### src/rtl/core/color_dominance_mask_centroid_defines.svh
// ---------------------------------------------------------------------------
// Assertion macros for the blue-dominance centroid block
// Shared concurrent assertion forms, clocked on clk and disabled in reset.
// ---------------------------------------------------------------------------
`ifndef COLOR_DOMINANCE_MASK_CENTROID_DEFINES_SVH
`define COLOR_DOMINANCE_MASK_CENTROID_DEFINES_SVH

// The consequent must hold in the same cycle as the antecedent.
`define CDMC_ASSERT_SAME(lbl, ante, cons, msg) \
  lbl: assert property (@(posedge clk) disable iff (!rst_n) (ante) |-> (cons)) \
    else $error(msg);

// The consequent must hold in the cycle after the antecedent.
`define CDMC_ASSERT_NEXT(lbl, ante, cons, msg) \
  lbl: assert property (@(posedge clk) disable iff (!rst_n) (ante) |=> (cons)) \
    else $error(msg);

`endif

### src/rtl/core/cdmc_pkg.sv
// ---------------------------------------------------------------------------
// cdmc_pkg
// Types and constants shared by the blue-dominance centroid block.
// ---------------------------------------------------------------------------
package cdmc_pkg;

  localparam int COLOR_W = 8;
  localparam int THR_W   = 8;
  localparam int SIZE_W  = 11;
  localparam int CENT_W  = 10;
  localparam int COUNT_W = 21;
  localparam int ADDR_W  = 4;
  localparam int DATA_W  = 32;
  localparam int IDX_W   = 2;

  localparam logic [IDX_W-1:0] REG_MARGIN = 2'd0;
  localparam logic [IDX_W-1:0] REG_WIDTH  = 2'd1;
  localparam logic [IDX_W-1:0] REG_HEIGHT = 2'd2;

  localparam logic [THR_W-1:0]  RST_MARGIN = 8'd0;
  localparam logic [SIZE_W-1:0] RST_WIDTH  = 11'd320;
  localparam logic [SIZE_W-1:0] RST_HEIGHT = 11'd240;

  typedef struct packed {
    logic [THR_W-1:0]  margin;
    logic [SIZE_W-1:0] width;
    logic [SIZE_W-1:0] height;
  } cfg_t;

  typedef struct packed {
    logic load;
    logic step;
    logic finish;
  } ctrl_cmd_t;

  typedef struct packed {
    logic need_div;
  } ctrl_sts_t;

  typedef struct packed {
    logic               mask;
    logic               frame_done;
    logic               found;
    logic [CENT_W-1:0]  centroid_x;
    logic [CENT_W-1:0]  centroid_y;
    logic [COUNT_W-1:0] hit_count;
  } res_t;

endpackage

### src/rtl/core/cdmc_ifs.sv
// ---------------------------------------------------------------------------
// cdmc channel interfaces
// Valid/ready channels for pixel items and result items.
// ---------------------------------------------------------------------------
interface cdmc_pix_if;
  logic                          valid;
  logic                          ready;
  logic [cdmc_pkg::COLOR_W-1:0]  red;
  logic [cdmc_pkg::COLOR_W-1:0]  green;
  logic [cdmc_pkg::COLOR_W-1:0]  blue;

  modport source (output valid, red, green, blue, input ready);
  modport sink (input valid, red, green, blue, output ready);
endinterface

interface cdmc_res_if;
  logic                          valid;
  logic                          ready;
  logic                          mask;
  logic                          frame_done;
  logic                          found;
  logic [cdmc_pkg::CENT_W-1:0]   centroid_x;
  logic [cdmc_pkg::CENT_W-1:0]   centroid_y;
  logic [cdmc_pkg::COUNT_W-1:0]  hit_count;

  modport source (output valid, mask, frame_done, found, centroid_x, centroid_y,
                  hit_count, input ready);
  modport sink (input valid, mask, frame_done, found, centroid_x, centroid_y,
                hit_count, output ready);
endinterface

### src/rtl/core/cdmc_regs.sv
// ---------------------------------------------------------------------------
// cdmc_regs
// APB-style configuration registers: margin, frame width and frame height.
// ---------------------------------------------------------------------------
module cdmc_regs (
  input  logic                          clk,
  input  logic                          rst_n,
  input  logic                          psel,
  input  logic                          penable,
  input  logic                          pwrite,
  input  logic [cdmc_pkg::ADDR_W-1:0]   paddr,
  input  logic [cdmc_pkg::DATA_W-1:0]   pwdata,
  output logic [cdmc_pkg::DATA_W-1:0]   prdata,
  output logic                          pready,
  output cdmc_pkg::cfg_t                cfg
);

  cdmc_pkg::cfg_t                cfg_r;
  cdmc_pkg::cfg_t                cfg_nxt;
  logic [cdmc_pkg::IDX_W-1:0]    idx;
  logic                          wr_en;

  assign pready = 1'b1;
  assign idx    = paddr[cdmc_pkg::ADDR_W-1:2];
  assign wr_en  = psel && penable && pwrite && pready;
  assign cfg    = cfg_r;

  always_comb begin
    cfg_nxt = cfg_r;
    if (wr_en) begin
      unique case (idx)
        cdmc_pkg::REG_MARGIN: cfg_nxt.margin = pwdata[cdmc_pkg::THR_W-1:0];
        cdmc_pkg::REG_WIDTH:  cfg_nxt.width  = pwdata[cdmc_pkg::SIZE_W-1:0];
        cdmc_pkg::REG_HEIGHT: cfg_nxt.height = pwdata[cdmc_pkg::SIZE_W-1:0];
        default:              cfg_nxt = cfg_r;
      endcase
    end
  end

  always_comb begin
    unique case (idx)
      cdmc_pkg::REG_MARGIN: prdata = cdmc_pkg::DATA_W'(cfg_r.margin);
      cdmc_pkg::REG_WIDTH:  prdata = cdmc_pkg::DATA_W'(cfg_r.width);
      cdmc_pkg::REG_HEIGHT: prdata = cdmc_pkg::DATA_W'(cfg_r.height);
      default:              prdata = '0;
    endcase
  end

  always_ff @(posedge clk) begin
    if (!rst_n) begin
      cfg_r.margin <= cdmc_pkg::RST_MARGIN;
      cfg_r.width  <= cdmc_pkg::RST_WIDTH;
      cfg_r.height <= cdmc_pkg::RST_HEIGHT;
    end else begin
      cfg_r <= cfg_nxt;
    end
  end

endmodule

### src/rtl/core/cdmc_dp.sv
// ---------------------------------------------------------------------------
// cdmc_dp
// Datapath: mask test, raster counters, coordinate sums and a pair of
// restoring dividers that produce the centroid one bit per cycle.
// ---------------------------------------------------------------------------
module cdmc_dp #(
  parameter int MAX_WIDTH  = 1024,
  parameter int MAX_HEIGHT = 1024,
  parameter int QW         = 10
) (
  input  logic                          clk,
  input  logic                          rst_n,
  input  cdmc_pkg::cfg_t                cfg,
  input  logic [cdmc_pkg::COLOR_W-1:0]  red,
  input  logic [cdmc_pkg::COLOR_W-1:0]  green,
  input  logic [cdmc_pkg::COLOR_W-1:0]  blue,
  input  cdmc_pkg::ctrl_cmd_t           cmd,
  output cdmc_pkg::ctrl_sts_t           sts,
  output cdmc_pkg::res_t                res
);

  localparam int CW   = $clog2(MAX_WIDTH);
  localparam int RW   = $clog2(MAX_HEIGHT);
  localparam int NW   = $clog2(MAX_WIDTH * MAX_HEIGHT + 1);
  localparam int DW   = QW + NW;
  localparam int SZA  = (CW > RW) ? CW + 1 : RW + 1;
  localparam int SZW  = (SZA > cdmc_pkg::SIZE_W) ? SZA : cdmc_pkg::SIZE_W;
  localparam int CMPW = cdmc_pkg::COLOR_W + 1;

  logic [CW-1:0]   col_r;
  logic [RW-1:0]   row_r;
  logic [DW-1:0]   sum_x_r;
  logic [DW-1:0]   sum_y_r;
  logic [NW-1:0]   cnt_r;
  logic [QW-1:0]   cx_r;
  logic [QW-1:0]   cy_r;
  logic [NW-1:0]   rem_x_r;
  logic [NW-1:0]   rem_y_r;
  logic [QW-1:0]   dq_x_r;
  logic [QW-1:0]   dq_y_r;
  logic [NW-1:0]   div_r;
  logic            pend_mask_r;
  logic [NW-1:0]   pend_cnt_r;
  cdmc_pkg::res_t  res_r;

  logic [SZW-1:0]  w_ext;
  logic [SZW-1:0]  h_ext;
  logic [SZW-1:0]  w_eff;
  logic [SZW-1:0]  h_eff;
  logic            line_end;
  logic            frame_end;
  logic            marked;
  logic [DW-1:0]   sum_x_new;
  logic [DW-1:0]   sum_y_new;
  logic [NW-1:0]   cnt_new;
  logic [NW:0]     trial_x;
  logic [NW:0]     trial_y;
  logic            ge_x;
  logic            ge_y;
  logic [NW-1:0]   rem_x_nxt;
  logic [NW-1:0]   rem_y_nxt;
  logic [QW-1:0]   dq_x_nxt;
  logic [QW-1:0]   dq_y_nxt;

  assign w_ext = SZW'(cfg.width);
  assign h_ext = SZW'(cfg.height);
  assign w_eff = (w_ext == '0) ? SZW'(1) :
                 (w_ext > SZW'(MAX_WIDTH)) ? SZW'(MAX_WIDTH) : w_ext;
  assign h_eff = (h_ext == '0) ? SZW'(1) :
                 (h_ext > SZW'(MAX_HEIGHT)) ? SZW'(MAX_HEIGHT) : h_ext;

  assign line_end  = (SZW'(col_r) + SZW'(1)) >= w_eff;
  assign frame_end = line_end && ((SZW'(row_r) + SZW'(1)) >= h_eff);

  assign marked = (CMPW'(blue) > (CMPW'(red) + CMPW'(cfg.margin))) &&
                  (CMPW'(blue) > (CMPW'(green) + CMPW'(cfg.margin)));

  assign sum_x_new = marked ? (sum_x_r + DW'(col_r)) : sum_x_r;
  assign sum_y_new = marked ? (sum_y_r + DW'(row_r)) : sum_y_r;
  assign cnt_new   = marked ? (cnt_r + NW'(1)) : cnt_r;

  assign sts.need_div = frame_end && (cnt_new != '0);

  assign trial_x   = {rem_x_r, dq_x_r[QW-1]};
  assign trial_y   = {rem_y_r, dq_y_r[QW-1]};
  assign ge_x      = trial_x >= {1'b0, div_r};
  assign ge_y      = trial_y >= {1'b0, div_r};
  assign rem_x_nxt = ge_x ? NW'(trial_x - {1'b0, div_r}) : trial_x[NW-1:0];
  assign rem_y_nxt = ge_y ? NW'(trial_y - {1'b0, div_r}) : trial_y[NW-1:0];
  assign dq_x_nxt  = (dq_x_r << 1) | QW'(ge_x);
  assign dq_y_nxt  = (dq_y_r << 1) | QW'(ge_y);

  assign res = res_r;

  always_ff @(posedge clk) begin
    if (!rst_n) begin
      col_r   <= '0;
      row_r   <= '0;
      sum_x_r <= '0;
      sum_y_r <= '0;
      cnt_r   <= '0;
      cx_r    <= '0;
      cy_r    <= '0;
    end else if (cmd.load) begin
      if (line_end) begin
        col_r <= '0;
        row_r <= frame_end ? '0 : row_r + RW'(1);
      end else begin
        col_r <= col_r + CW'(1);
      end
      if (frame_end) begin
        sum_x_r <= '0;
        sum_y_r <= '0;
        cnt_r   <= '0;
      end else begin
        sum_x_r <= sum_x_new;
        sum_y_r <= sum_y_new;
        cnt_r   <= cnt_new;
      end
    end else if (cmd.finish) begin
      cx_r <= dq_x_nxt;
      cy_r <= dq_y_nxt;
    end
  end

  always_ff @(posedge clk) begin
    if (cmd.load) begin
      rem_x_r     <= sum_x_new[DW-1:QW];
      rem_y_r     <= sum_y_new[DW-1:QW];
      dq_x_r      <= sum_x_new[QW-1:0];
      dq_y_r      <= sum_y_new[QW-1:0];
      div_r       <= cnt_new;
      pend_mask_r <= marked;
      pend_cnt_r  <= cnt_new;
      if (!sts.need_div) begin
        res_r.mask       <= marked;
        res_r.frame_done <= frame_end;
        res_r.found      <= 1'b0;
        res_r.centroid_x <= cdmc_pkg::CENT_W'(cx_r);
        res_r.centroid_y <= cdmc_pkg::CENT_W'(cy_r);
        res_r.hit_count  <= cdmc_pkg::COUNT_W'(cnt_new);
      end
    end else if (cmd.step) begin
      rem_x_r <= rem_x_nxt;
      rem_y_r <= rem_y_nxt;
      dq_x_r  <= dq_x_nxt;
      dq_y_r  <= dq_y_nxt;
      if (cmd.finish) begin
        res_r.mask       <= pend_mask_r;
        res_r.frame_done <= 1'b1;
        res_r.found      <= 1'b1;
        res_r.centroid_x <= cdmc_pkg::CENT_W'(dq_x_nxt);
        res_r.centroid_y <= cdmc_pkg::CENT_W'(dq_y_nxt);
        res_r.hit_count  <= cdmc_pkg::COUNT_W'(pend_cnt_r);
      end
    end
  end

endmodule

### src/rtl/core/cdmc_ctrl.sv
// ---------------------------------------------------------------------------
// cdmc_ctrl
// Controller: input/output handshake, output register valid and the
// sequencing of the centroid division at frame end.
// ---------------------------------------------------------------------------
`include "color_dominance_mask_centroid_defines.svh"

module cdmc_ctrl #(
  parameter int DIV_STEPS = 10
) (
  input  logic                 clk,
  input  logic                 rst_n,
  input  logic                 in_valid,
  output logic                 in_ready,
  output logic                 out_valid,
  input  logic                 out_ready,
  input  cdmc_pkg::ctrl_sts_t  sts,
  output cdmc_pkg::ctrl_cmd_t  cmd
);

  localparam int CNTW = $clog2(DIV_STEPS + 1);

  localparam logic ST_IDLE = 1'b0;
  localparam logic ST_DIV  = 1'b1;

  logic             state_r;
  logic             state_nxt;
  logic [CNTW-1:0]  cnt_r;
  logic [CNTW-1:0]  cnt_nxt;
  logic             out_valid_r;
  logic             out_valid_nxt;
  logic             last_step;

  assign in_ready  = (state_r == ST_IDLE) && (!out_valid_r || out_ready);
  assign out_valid = out_valid_r;
  assign last_step = (state_r == ST_DIV) && (cnt_r == CNTW'(DIV_STEPS - 1));

  always_comb begin
    state_nxt     = state_r;
    cnt_nxt       = cnt_r;
    out_valid_nxt = out_valid_r && !out_ready;
    cmd           = '0;
    unique case (state_r)
      ST_IDLE: begin
        if (in_valid && in_ready) begin
          cmd.load = 1'b1;
          if (sts.need_div) begin
            state_nxt = ST_DIV;
            cnt_nxt   = '0;
          end else begin
            out_valid_nxt = 1'b1;
          end
        end
      end
      ST_DIV: begin
        cmd.step = 1'b1;
        if (last_step) begin
          cmd.finish    = 1'b1;
          out_valid_nxt = 1'b1;
          state_nxt     = ST_IDLE;
        end else begin
          cnt_nxt = cnt_r + CNTW'(1);
        end
      end
      default: state_nxt = ST_IDLE;
    endcase
  end

  always_ff @(posedge clk) begin
    if (!rst_n) begin
      state_r     <= ST_IDLE;
      cnt_r       <= '0;
      out_valid_r <= 1'b0;
    end else begin
      state_r     <= state_nxt;
      cnt_r       <= cnt_nxt;
      out_valid_r <= out_valid_nxt;
    end
  end

  `CDMC_ASSERT_SAME(a_no_result_while_dividing, state_r == ST_DIV, !out_valid_r,
    "result register holds an item while a division is running")
  `CDMC_ASSERT_NEXT(a_div_after_hit_frame, in_valid && in_ready && sts.need_div,
    state_r == ST_DIV && !out_valid_r, "frame end with hits did not start a division")
  `CDMC_ASSERT_NEXT(a_result_after_div, last_step, out_valid_r && state_r == ST_IDLE,
    "division finished without presenting a result")
  `CDMC_ASSERT_NEXT(a_plain_item_result, in_valid && in_ready && !sts.need_div,
    out_valid_r && state_r == ST_IDLE, "accepted item did not produce a result")

endmodule

### src/rtl/core/color_dominance_mask_centroid.sv
// An ordinary pixel item's result is registered and valid in the cycle after it is accepted.
// A frame's last pixel with marked pixels starts the one-bit-per-cycle centroid divider;
// no further pixel item is accepted until the centroid result is registered.
// Sustained throughput is one pixel item per cycle while idle and results are taken.
// Synchronous active-low reset clears counters, sums, centroid and handshake state
// and loads the register reset values.
// ---------------------------------------------------------------------------
// color_dominance_mask_centroid
// Blue-dominance mask with per-frame blob centroid and hit count.
// ---------------------------------------------------------------------------
module color_dominance_mask_centroid #(
  parameter int MAX_WIDTH  = 1024,
  parameter int MAX_HEIGHT = 1024
) (
  input  logic                          clk,
  input  logic                          rst_n,
  cdmc_pix_if.sink                      in_ch,
  cdmc_res_if.source                    out_ch,
  input  logic                          psel,
  input  logic                          penable,
  input  logic                          pwrite,
  input  logic [cdmc_pkg::ADDR_W-1:0]   paddr,
  input  logic [cdmc_pkg::DATA_W-1:0]   pwdata,
  output logic [cdmc_pkg::DATA_W-1:0]   prdata,
  output logic                          pready
);

  localparam int CW = $clog2(MAX_WIDTH);
  localparam int RW = $clog2(MAX_HEIGHT);
  localparam int QW = (CW > RW) ? CW : RW;

  cdmc_pkg::cfg_t       cfg;
  cdmc_pkg::ctrl_cmd_t  cmd;
  cdmc_pkg::ctrl_sts_t  sts;
  cdmc_pkg::res_t       res;

  cdmc_regs u_regs (
    .clk     (clk),
    .rst_n   (rst_n),
    .psel    (psel),
    .penable (penable),
    .pwrite  (pwrite),
    .paddr   (paddr),
    .pwdata  (pwdata),
    .prdata  (prdata),
    .pready  (pready),
    .cfg     (cfg)
  );

  cdmc_ctrl #(
    .DIV_STEPS (QW)
  ) u_ctrl (
    .clk       (clk),
    .rst_n     (rst_n),
    .in_valid  (in_ch.valid),
    .in_ready  (in_ch.ready),
    .out_valid (out_ch.valid),
    .out_ready (out_ch.ready),
    .sts       (sts),
    .cmd       (cmd)
  );

  cdmc_dp #(
    .MAX_WIDTH  (MAX_WIDTH),
    .MAX_HEIGHT (MAX_HEIGHT),
    .QW         (QW)
  ) u_dp (
    .clk   (clk),
    .rst_n (rst_n),
    .cfg   (cfg),
    .red   (in_ch.red),
    .green (in_ch.green),
    .blue  (in_ch.blue),
    .cmd   (cmd),
    .sts   (sts),
    .res   (res)
  );

  assign out_ch.mask       = res.mask;
  assign out_ch.frame_done = res.frame_done;
  assign out_ch.found      = res.found;
  assign out_ch.centroid_x = res.centroid_x;
  assign out_ch.centroid_y = res.centroid_y;
  assign out_ch.hit_count  = res.hit_count;

endmodule

### src/flat_wrapper.sv
// flat-port wrapper written by rule: the top's interface ports become plain ports
module color_dominance_mask_centroid_flat 
#(
  parameter int MAX_WIDTH  = 1024,
  parameter int MAX_HEIGHT = 1024
)
  (clk, rst_n, psel, penable, pwrite, paddr, pwdata, prdata, pready, in_ch_valid, in_ch_red, in_ch_green, in_ch_blue, in_ch_ready, out_ch_valid, out_ch_mask, out_ch_frame_done, out_ch_found, out_ch_centroid_x, out_ch_centroid_y, out_ch_hit_count, out_ch_ready);
  cdmc_pix_if in_ch_i ();
  cdmc_res_if out_ch_i ();
  input  logic clk;
  input  logic rst_n;
  input  logic psel;
  input  logic penable;
  input  logic pwrite;
  input  logic [cdmc_pkg::ADDR_W-1:0] paddr;
  input  logic [cdmc_pkg::DATA_W-1:0] pwdata;
  output logic [cdmc_pkg::DATA_W-1:0] prdata;
  output logic pready;
  input wire logic [$bits(in_ch_i.valid)-1:0] in_ch_valid;
  input wire logic [$bits(in_ch_i.red)-1:0] in_ch_red;
  input wire logic [$bits(in_ch_i.green)-1:0] in_ch_green;
  input wire logic [$bits(in_ch_i.blue)-1:0] in_ch_blue;
  output wire logic [$bits(in_ch_i.ready)-1:0] in_ch_ready;
  output wire logic [$bits(out_ch_i.valid)-1:0] out_ch_valid;
  output wire logic [$bits(out_ch_i.mask)-1:0] out_ch_mask;
  output wire logic [$bits(out_ch_i.frame_done)-1:0] out_ch_frame_done;
  output wire logic [$bits(out_ch_i.found)-1:0] out_ch_found;
  output wire logic [$bits(out_ch_i.centroid_x)-1:0] out_ch_centroid_x;
  output wire logic [$bits(out_ch_i.centroid_y)-1:0] out_ch_centroid_y;
  output wire logic [$bits(out_ch_i.hit_count)-1:0] out_ch_hit_count;
  input wire logic [$bits(out_ch_i.ready)-1:0] out_ch_ready;
  assign in_ch_i.valid = in_ch_valid;
  assign in_ch_i.red = in_ch_red;
  assign in_ch_i.green = in_ch_green;
  assign in_ch_i.blue = in_ch_blue;
  assign in_ch_ready = in_ch_i.ready;
  assign out_ch_valid = out_ch_i.valid;
  assign out_ch_mask = out_ch_i.mask;
  assign out_ch_frame_done = out_ch_i.frame_done;
  assign out_ch_found = out_ch_i.found;
  assign out_ch_centroid_x = out_ch_i.centroid_x;
  assign out_ch_centroid_y = out_ch_i.centroid_y;
  assign out_ch_hit_count = out_ch_i.hit_count;
  assign out_ch_i.ready = out_ch_ready;
  color_dominance_mask_centroid #(.MAX_WIDTH(MAX_WIDTH), .MAX_HEIGHT(MAX_HEIGHT)) u_core (.clk(clk), .rst_n(rst_n), .in_ch(in_ch_i), .out_ch(out_ch_i), .psel(psel), .penable(penable), .pwrite(pwrite), .paddr(paddr), .pwdata(pwdata), .prdata(prdata), .pready(pready));
endmodule
### config.mk
export PLATFORM = sky130hd
export DESIGN_NAME = color_dominance_mask_centroid_flat
export DESIGN_NICKNAME = d
export VERILOG_FILES = /design/src/rtl/core/cdmc_pkg.sv /design/src/rtl/core/cdmc_ifs.sv /design/src/rtl/core/cdmc_regs.sv /design/src/rtl/core/cdmc_dp.sv /design/src/rtl/core/cdmc_ctrl.sv /design/src/rtl/core/color_dominance_mask_centroid.sv /design/src/flat_wrapper.sv
export VERILOG_INCLUDE_DIRS = /design/src /design/src/rtl/core
export SDC_FILE = /design/constraint.sdc
export NUM_CORES = 1
export LEC_CHECK = 0
export BUFFER_PORTS_ARGS = -buffer_cell sky130_fd_sc_hd__buf_2
export CAP_MARGIN = 10
export CELL_PAD_IN_SITES_DETAIL_PLACEMENT = 0
export CELL_PAD_IN_SITES_GLOBAL_PLACEMENT = 2
export CORE_MARGIN = 2
export CORE_UTILIZATION = 38
export DETAILED_ROUTE_END_ITERATION = 6
export GPL_TIMING_DRIVEN = 0
export PLACE_DENSITY_LB_ADDON = 0.1
export SYNTH_ARGS = -nofsm -noshare
export SYNTH_HDL_FRONTEND = slang
export SYNTH_HIERARCHICAL = 1
export SYNTH_SLANG_ARGS = --single-unit
### constraint.sdc
create_clock -name clk -period 9.1 [get_ports clk]
set_input_delay 0 -clock clk [delete_from_list [all_inputs] [get_ports clk]]
set_output_delay 0 -clock clk [all_outputs]
set_load 0.05 [all_outputs]
Word-level counts from Yosys, hierarchy flattened:

Cells that the tools add are included.

* equal/unequal tests: 7
* mux-type cells: 43
* magnitude comparators: 8
* bitwise gates (word level): 4
* add/sub/neg operators: 12
* reductions and logical operators: 25

Operators with widths (count)
* $mux 44: 4
* $mux 21: 8
* $mux 31: 4
* $add 31x10->31: 2
* $mux 10: 6
* $ge 22x21->1: 2
* $mux 11: 4
* $sub 21x21->21: 2
* $pmux 11 s3: 1
* $add 10x1->11 const B: 2
* $ge 11x11->1: 2
* $gt 11x11->1 const B: 2
* $logic_not 11->1: 2
* $add 21x1->21 const B: 1
* $reduce_bool 21->1: 1
* $add 10x1->10 const B: 2
* $or 10x1->10: 2
* $add 8x8->9: 2
* $gt 8x9->1: 2
* $mux 4: 3
* $reduce_and 2->1: 5
* $logic_and 1x1->1: 9
* $mux 1: 9
* $pmux 4 s2: 1
* 14 further kinds: 21

* flip-flop bits (word level): 287
* output and inout bits: 79
* logic and storage cells: 124
* bits of input ports: 67

Depth between registers and ports, before layout:

* depth in word-level cells: 9
* mapped depth: 22
* gate-level depth less buffers: 22

Cells and area by module:

The synthesis kept the hierarchy.

Modules (own cells, without submodules)
* cdmc_dp: times used 1, area an instance 16682.2 um^2, cells an instance 1890, sequential area each 6306.0 um^2
* cdmc_regs: times used 1, area an instance 1555.2 um^2, cells an instance 179, sequential area each 600.6 um^2
* cdmc_ctrl: times used 1, area an instance 330.3 um^2, cells an instance 34, sequential area each 120.1 um^2

Worst setup path before layout:

Ideal clock, no wire load.

* path type: flip-flop to flip-flop
* start: reg u_core.u_regs.cfg_r (netlist bit u_core/u_regs/cfg[23])
* end: reg u_core/u_dp/res[0] (netlist name)
* data required time: 8.589 ns
* path buffers: 1
* setup slack: 1.139 ns
* clock period less this slack: 7.961 ns
* stages on the path, launching flop included: 20
* library setup time: 0.511 ns
* data arrival time: 7.450 ns
* cell sequence: dfxtp_1 > ha_1 > a21o_1 > a21oi_1 > o21bai_1 > a21oi_1 > o21bai_1 > a21oi_1 > xor2_1 > ha_1 > nand4_1 > o32ai_1 > or4_4 > or3_4 > or3_1 > clkbuf_1 > nor2_1 > a21oi_1 > or4b_1 > o31ai_1

* word-level cells in the longest chain between the ends: 8
* elaborated cells on any way between the ends: 10
* those cells by class: 2 x add/sub; 2 x order compare; 1 x eq/ne; 1 x mux; 4 x reduce/logical

Ends and longest elaborated chain
* from (decl): line cdmc_regs.sv:18 `cdmc_pkg::cfg_t cfg_r;`
* from (signal assigned): line cdmc_regs.sv:55 `cfg_r <= cfg_nxt;`
* $add 8x8->9 (on tied branches): line cdmc_dp.sv:75, cdmc_dp.sv:76
* $gt 8x9->1 (on tied branches): line cdmc_dp.sv:75, cdmc_dp.sv:76
* $logic_and 1x1->1 (*): line cdmc_dp.sv:75 `assign marked = (CMPW'(blue) > (CMPW'(red) + CMPW'(cfg.margin))) &&`
* $mux 21 (*): line cdmc_dp.sv:80 `assign cnt_new = marked ? (cnt_r + NW'(1)) : cnt_r;`
* $reduce_bool 21->1 (*): line cdmc_dp.sv:82 `assign sts.need_div = frame_end && (cnt_new != '0);`
* $logic_and 1x1->1 (*): line cdmc_dp.sv:82
* $ne 2x2->1 (no line) (*)
* $reduce_and 3->1 (no line) (*)

Every way passes the cells marked *; elsewhere a longest branch is shown, timed or not.
A chain may end at the register's enable or synchronous reset.

Final worst setup path:

* start: reg u_core.u_regs.cfg_r (netlist bit u_core/u_regs/cfg[22])
* end: reg u_core.u_dp.dq_y_r[2], data pin

* word-level cells in the longest chain between the ends: 5
* elaborated cells on any way between the ends: 7
* those cells by class: 2 x add/sub; 2 x order compare; 2 x mux; 1 x reduce/logical

Ends and longest elaborated chain
* $add 8x8->9 (on tied branches): line cdmc_dp.sv:75, cdmc_dp.sv:76
* $gt 8x9->1 (on tied branches): line cdmc_dp.sv:75, cdmc_dp.sv:76
* $logic_and 1x1->1 (*): line cdmc_dp.sv:75
* $mux 31 (*): line cdmc_dp.sv:79 `assign sum_y_new = marked ? (sum_y_r + DW'(row_r)) : sum_y_r;`
* $mux 10 (*): line cdmc_dp.sv:127 `if (cmd.load) begin`
* to (signal assigned): line cdmc_dp.sv:131 `dq_y_r <= sum_y_new[QW-1:0];`
* to (signal assigned): line cdmc_dp.sv:147 `dq_y_r <= dq_y_nxt;`
* to (decl): line cdmc_dp.sv:40 `logic [QW-1:0] dq_y_r;`

Marks and branches as above.

==> metrics.md <==
| Metric | Value |
|---|---|
| Layout cells sized above 1 | 9.996% |
| Area of the multi-input gates | between 10000 and 15000 µm² |
| GP Congestion | 0.8617 |
| Clock Path Buffers | 3 |
| Worst skew pair latency | 0.56 ns |
| Pin count of the biggest net entering global routing | 44 |
| CP Cell Sequence | ha_1 -> inv_1 -> fa_1 -> nor2b_1 -> o31ai_1 -> nand2b_1 -> a21oi_1 -> xor2_1 -> ha_1 -> a2111oi_0 -> o21ai_1 -> o22ai_1 -> nor3_2 -> nand2_1 -> clkbuf_1 -> clkbuf_1 -> buf_1 -> clkbuf_1 -> a21oi_1 -> o21ai_0 |
| WP data required | approximately 9.5 ns |
| Launching point of the worst reg2reg path | u_core/u_regs/cfg[22] |
| CP Capture Type | flip-flop |
| Max VDD drop | just under 0.09 mV |
| Share of synthesized registers carrying an async set or reset | 0% |
| Worst EP arrival | 6.71 ns |
| Tcrit/Tclk final | 69.88% |
| Number of global-route vias before repair | around 16000 |
| Largest stage delay, worst path | approximately 0.59 ns |
| Worst Skew | 0.01929 ns |
| Initial Utilization | 38.25% |
| Synth top area share | 20.70% |
| Layout fillers | 4847 |
| Endpoints failing setup | 0 |
| Util after Layout | 44.16% |
| Area Growth Syn to Fin | 15.45% |
| Clk sink count | approximately 290 |
| Fin crit period | 6.359 ns |
| Synth Cell Area | 18570 µm² |
| Hold WC Path Type | input port to flip-flop |
| Top cell by count, worst path | clkbuf_1 |
| Iter 0 DRT Violations | 949 |
| CORE AREA | between 40000 and 50000 µm² |
| # rows | 81 |
| Synth Register Bits | 287 |
| Fmax | 157.3 MHz |
| Syn Inst Count | 2103 |
| LEAKAGE | 8.611 nW |
| Wire length of the first global-routing pass | roughly 94000 µm |
| Slew Limit Fails | 0 |
| Storage element area | between 7000 and 8000 µm² |
| CP max stage cell | a2111oi_0 |
| Hold Fails Final Rpt | 0 |
| Post-synth top cells | nand2_1 (302), dfxtp_1 (159), edfxtp_1 (128), a21oi_1 (121), ha_1 (121) |
| Post-CTS setup buffers | 0 |
| CTS buffer count | 36 |
| Hold Buf Count CTS | 16 |
| Routed Antenna Nets | 0 |
| WS Path Type | flip-flop to flip-flop |
| Worst R2R End | u_core/u_dp/dq_y_r[2] |
| Crit-path max FO | 10 |
| Unrepaired setup endpoints after global routing | no |
| CTS HTree Levels | 2 |
| Avg Cell Area, Syn | 8.829 µm² |
| Port Buf Inserts | 100 |
| Initial antenna violation count | 0 |
| Count of different cell masters after synthesis | 87 |
| Number of synthesized flops with an enable pin | approximately 130 |
| Relative slew slack | between 20% and 30% |
| CTS tree | yes |
| Reg clk slew, reported paths | 0.06 ns |
| Average wire per standard cell | 21.45 µm |
| Main synth FF type | dfxtp_1 |
| Cell with the most instances after synthesis | nand2_1 |
| Drt pass-1 iters | 5 |
| Layout Nets | 2477 |
| Via/cell ratio | 5.533 |
| Worst R2R Path Depth | 20 |
| Post-DP HPWL | 47960 µm |
| DR vias | roughly 16000 |
| PwrDens | roughly 180 nW/µm² |
| CP Launch Point | u_core/u_regs/cfg[22] |
| Status | complete, no violations |
| Synth area leader | edfxtp_1 |
| IO Pins | roughly 150 |
| Sequential share of the synthesized area | 37.84% |
| Total power | 0.003775 W |
| Ys Warns | 6 |
| Max Cap Viol | 0 |
| Crit start category | flip-flop |
| Die ar. | 50650 µm² |
| Top cells by area, synth | edfxtp_1 (21%), dfxtp_1 (17%), ha_1 (8.2%) |
| Die Y | 225.1 µm |
| Post-CTS sizing | 0 |
| Worst Max-Slew Pin Slew | 1.182 ns |
| Die Wd | 225.1 µm |
| Reg2reg setup slack | 2.74 ns |
| Setup crit end | u_core/u_dp/dq_y_r[2] |
| Root Driver | clkbuf_16 |
| DRC Markers | 0 |
| Overall routing resource usage | roughly a quarter |
| Grt total ovfl | 0 |
| Final WL | 62940 µm |
-- metrics by stage --
step | hold WS [ns] | setup WS (ns) | instance area [µm²] | TNS [ns] | instances
3_3_place_gp | 0.2759 | -1.706 | 19920 | -74.74 | 2845
4_1_cts | 0.01795 | 2.654 | 21430 | 0 | 2933
3_5_place_dp | 0.2796 | 2.718 | 20060 | 0 | 2851
5_1_grt | 0.06056 | 2.235 | 21430 | 0 | 2933
6_report | 0.04109 | 2.741 | 21440 | 0 | 2934
2_1_floorplan | 0.1175 | 1.139 | 18640 | 0 | 2123
-- worst max-delay path: cells and delay by family (launching register included) --
family | cells | cell delay [ns]
buffers and inverters | 5 | 1.94
XOR/XNOR | 1 | 0.19
AO/OA/AOI/OAI | 7 | 2.32
AND/OR/NAND/NOR | 4 | 0.53
adder cells (fa/ha/maj) | 3 | 0.74
flip-flops | 1 | 0.40
-- how the worst min path moves through the flow --
stage / start / endpoint / slack [ns] / cells past startpoint
6_report: paddr[3] / u_core/u_regs/cfg[19] / 0.04 / 5
4_1_cts: paddr[3] / u_core/u_regs/cfg[19] / 0.02 / 5
3_3_place_gp: pwdata[8] / u_core/u_regs/cfg[8] / 0.28 / 3
2_1_floorplan: rst_n / u_core/u_ctrl/cnt_r[3] / 0.12 / 1
5_1_grt: paddr[3] / u_core/u_regs/cfg[17] / 0.06 / 5
3_5_place_dp: pwdata[8] / u_core/u_regs/cfg[8] / 0.28 / 3
-- cell type report --
cell class | count | area share [%]
Tap cell | 622 | 3.630
Inverter | 69 | 1.208
Multi-Input combinational cell | 1640 | 50.35
Clock buffer | 46 | 4.570
Clock inverter | 20 | 1.091
Buffer | 127 | 2.772
Timing Repair Buffer | 122 | 3.590
Antenna cell | 1 | 0.01167
Sequential cell | 287 | 32.78
-- cells by family after synthesis --
logic type	share of synthesized area [%]
adders and majority gates	8.801
buffers and inverters	4.596
AOI/OAI and AO/OA	18.78
and+or+nand+nor	20.46
other	0.04045
muxes	2.877
DFF	37.84
xor gates and xnor gates	6.604
-- sequential cells by signal (all words and copies together) (netlist names), 21 cells and up --
register,flops
u_core/u_dp/rem_y_r,21
u_core/u_dp/pend_cnt_r,21
u_core/u_dp/sum_x_r,31
u_core/u_regs/cfg,30
u_core/u_dp/res,44
u_core/u_dp/rem_x_r,21
u_core/u_dp/sum_y_r,31
u_core/u_dp/cnt_r,21
-- layout by cell type (no fill, tap or decap), types with 18 or more instances in the layout --
| master | netlist | layout |
|---|---|---|
| a31oi_1 | 21 | 21 |
| nand3_1 | 68 | 68 |
| o21ai_0 | 106 | 106 |
| a21o_1 | 26 | 26 |
| nand2b_1 | 18 | 18 |
| and2_1 | 24 | 24 |
| clkbuf_16 | 0 | 37 |
| a211oi_1 | 23 | 23 |
| buf_2 | 6 | 106 |
| edfxtp_1 | 128 | 128 |
| a21oi_1 | 121 | 121 |
| a22oi_1 | 23 | 23 |
| dfxtp_1 | 159 | 159 |
| or3_1 | 21 | 21 |
| a21boi_1 | 24 | 24 |
| buf_4 | 23 | 25 |
| xor2_1 | 69 | 69 |
| nor3_1 | 41 | 41 |
| nor2_1 | 114 | 113 |
| clkbuf_1 | 86 | 93 |
| conb_1 | 2 | 22 |
| nor2b_1 | 34 | 34 |
| o21a_1 | 24 | 24 |
| mux2i_1 | 41 | 41 |
| nand3b_1 | 21 | 21 |
| inv_1 | 66 | 66 |
| xnor2_1 | 71 | 71 |
| nand2_1 | 302 | 302 |
| and3_1 | 29 | 29 |
| ha_1 | 121 | 121 |
| nand4_1 | 32 | 32 |
| a21boi_0 | 49 | 49 |
-- where the power goes --
part | total, W | internal, W | switching, W
logic | 0.000796 | 0.000262 | 0.000533
registers | 0.00147 | 0.00143 | 0.0000377
clock network | 0.00151 | 0.000907 | 0.000602
total | 0.00378 | 0.00260 | 0.00117
-- routing by layer --
metal	track usage [%]	share of wire, %	vias up
li1	-	-	7927
met1	31.21	44	7804
met2	43.05	49	405
met3	3.025	4.0	99
met4	9.336	3.7	0
met5	0	0	-
Note: power is estimated with default switching activity, not from simulation.
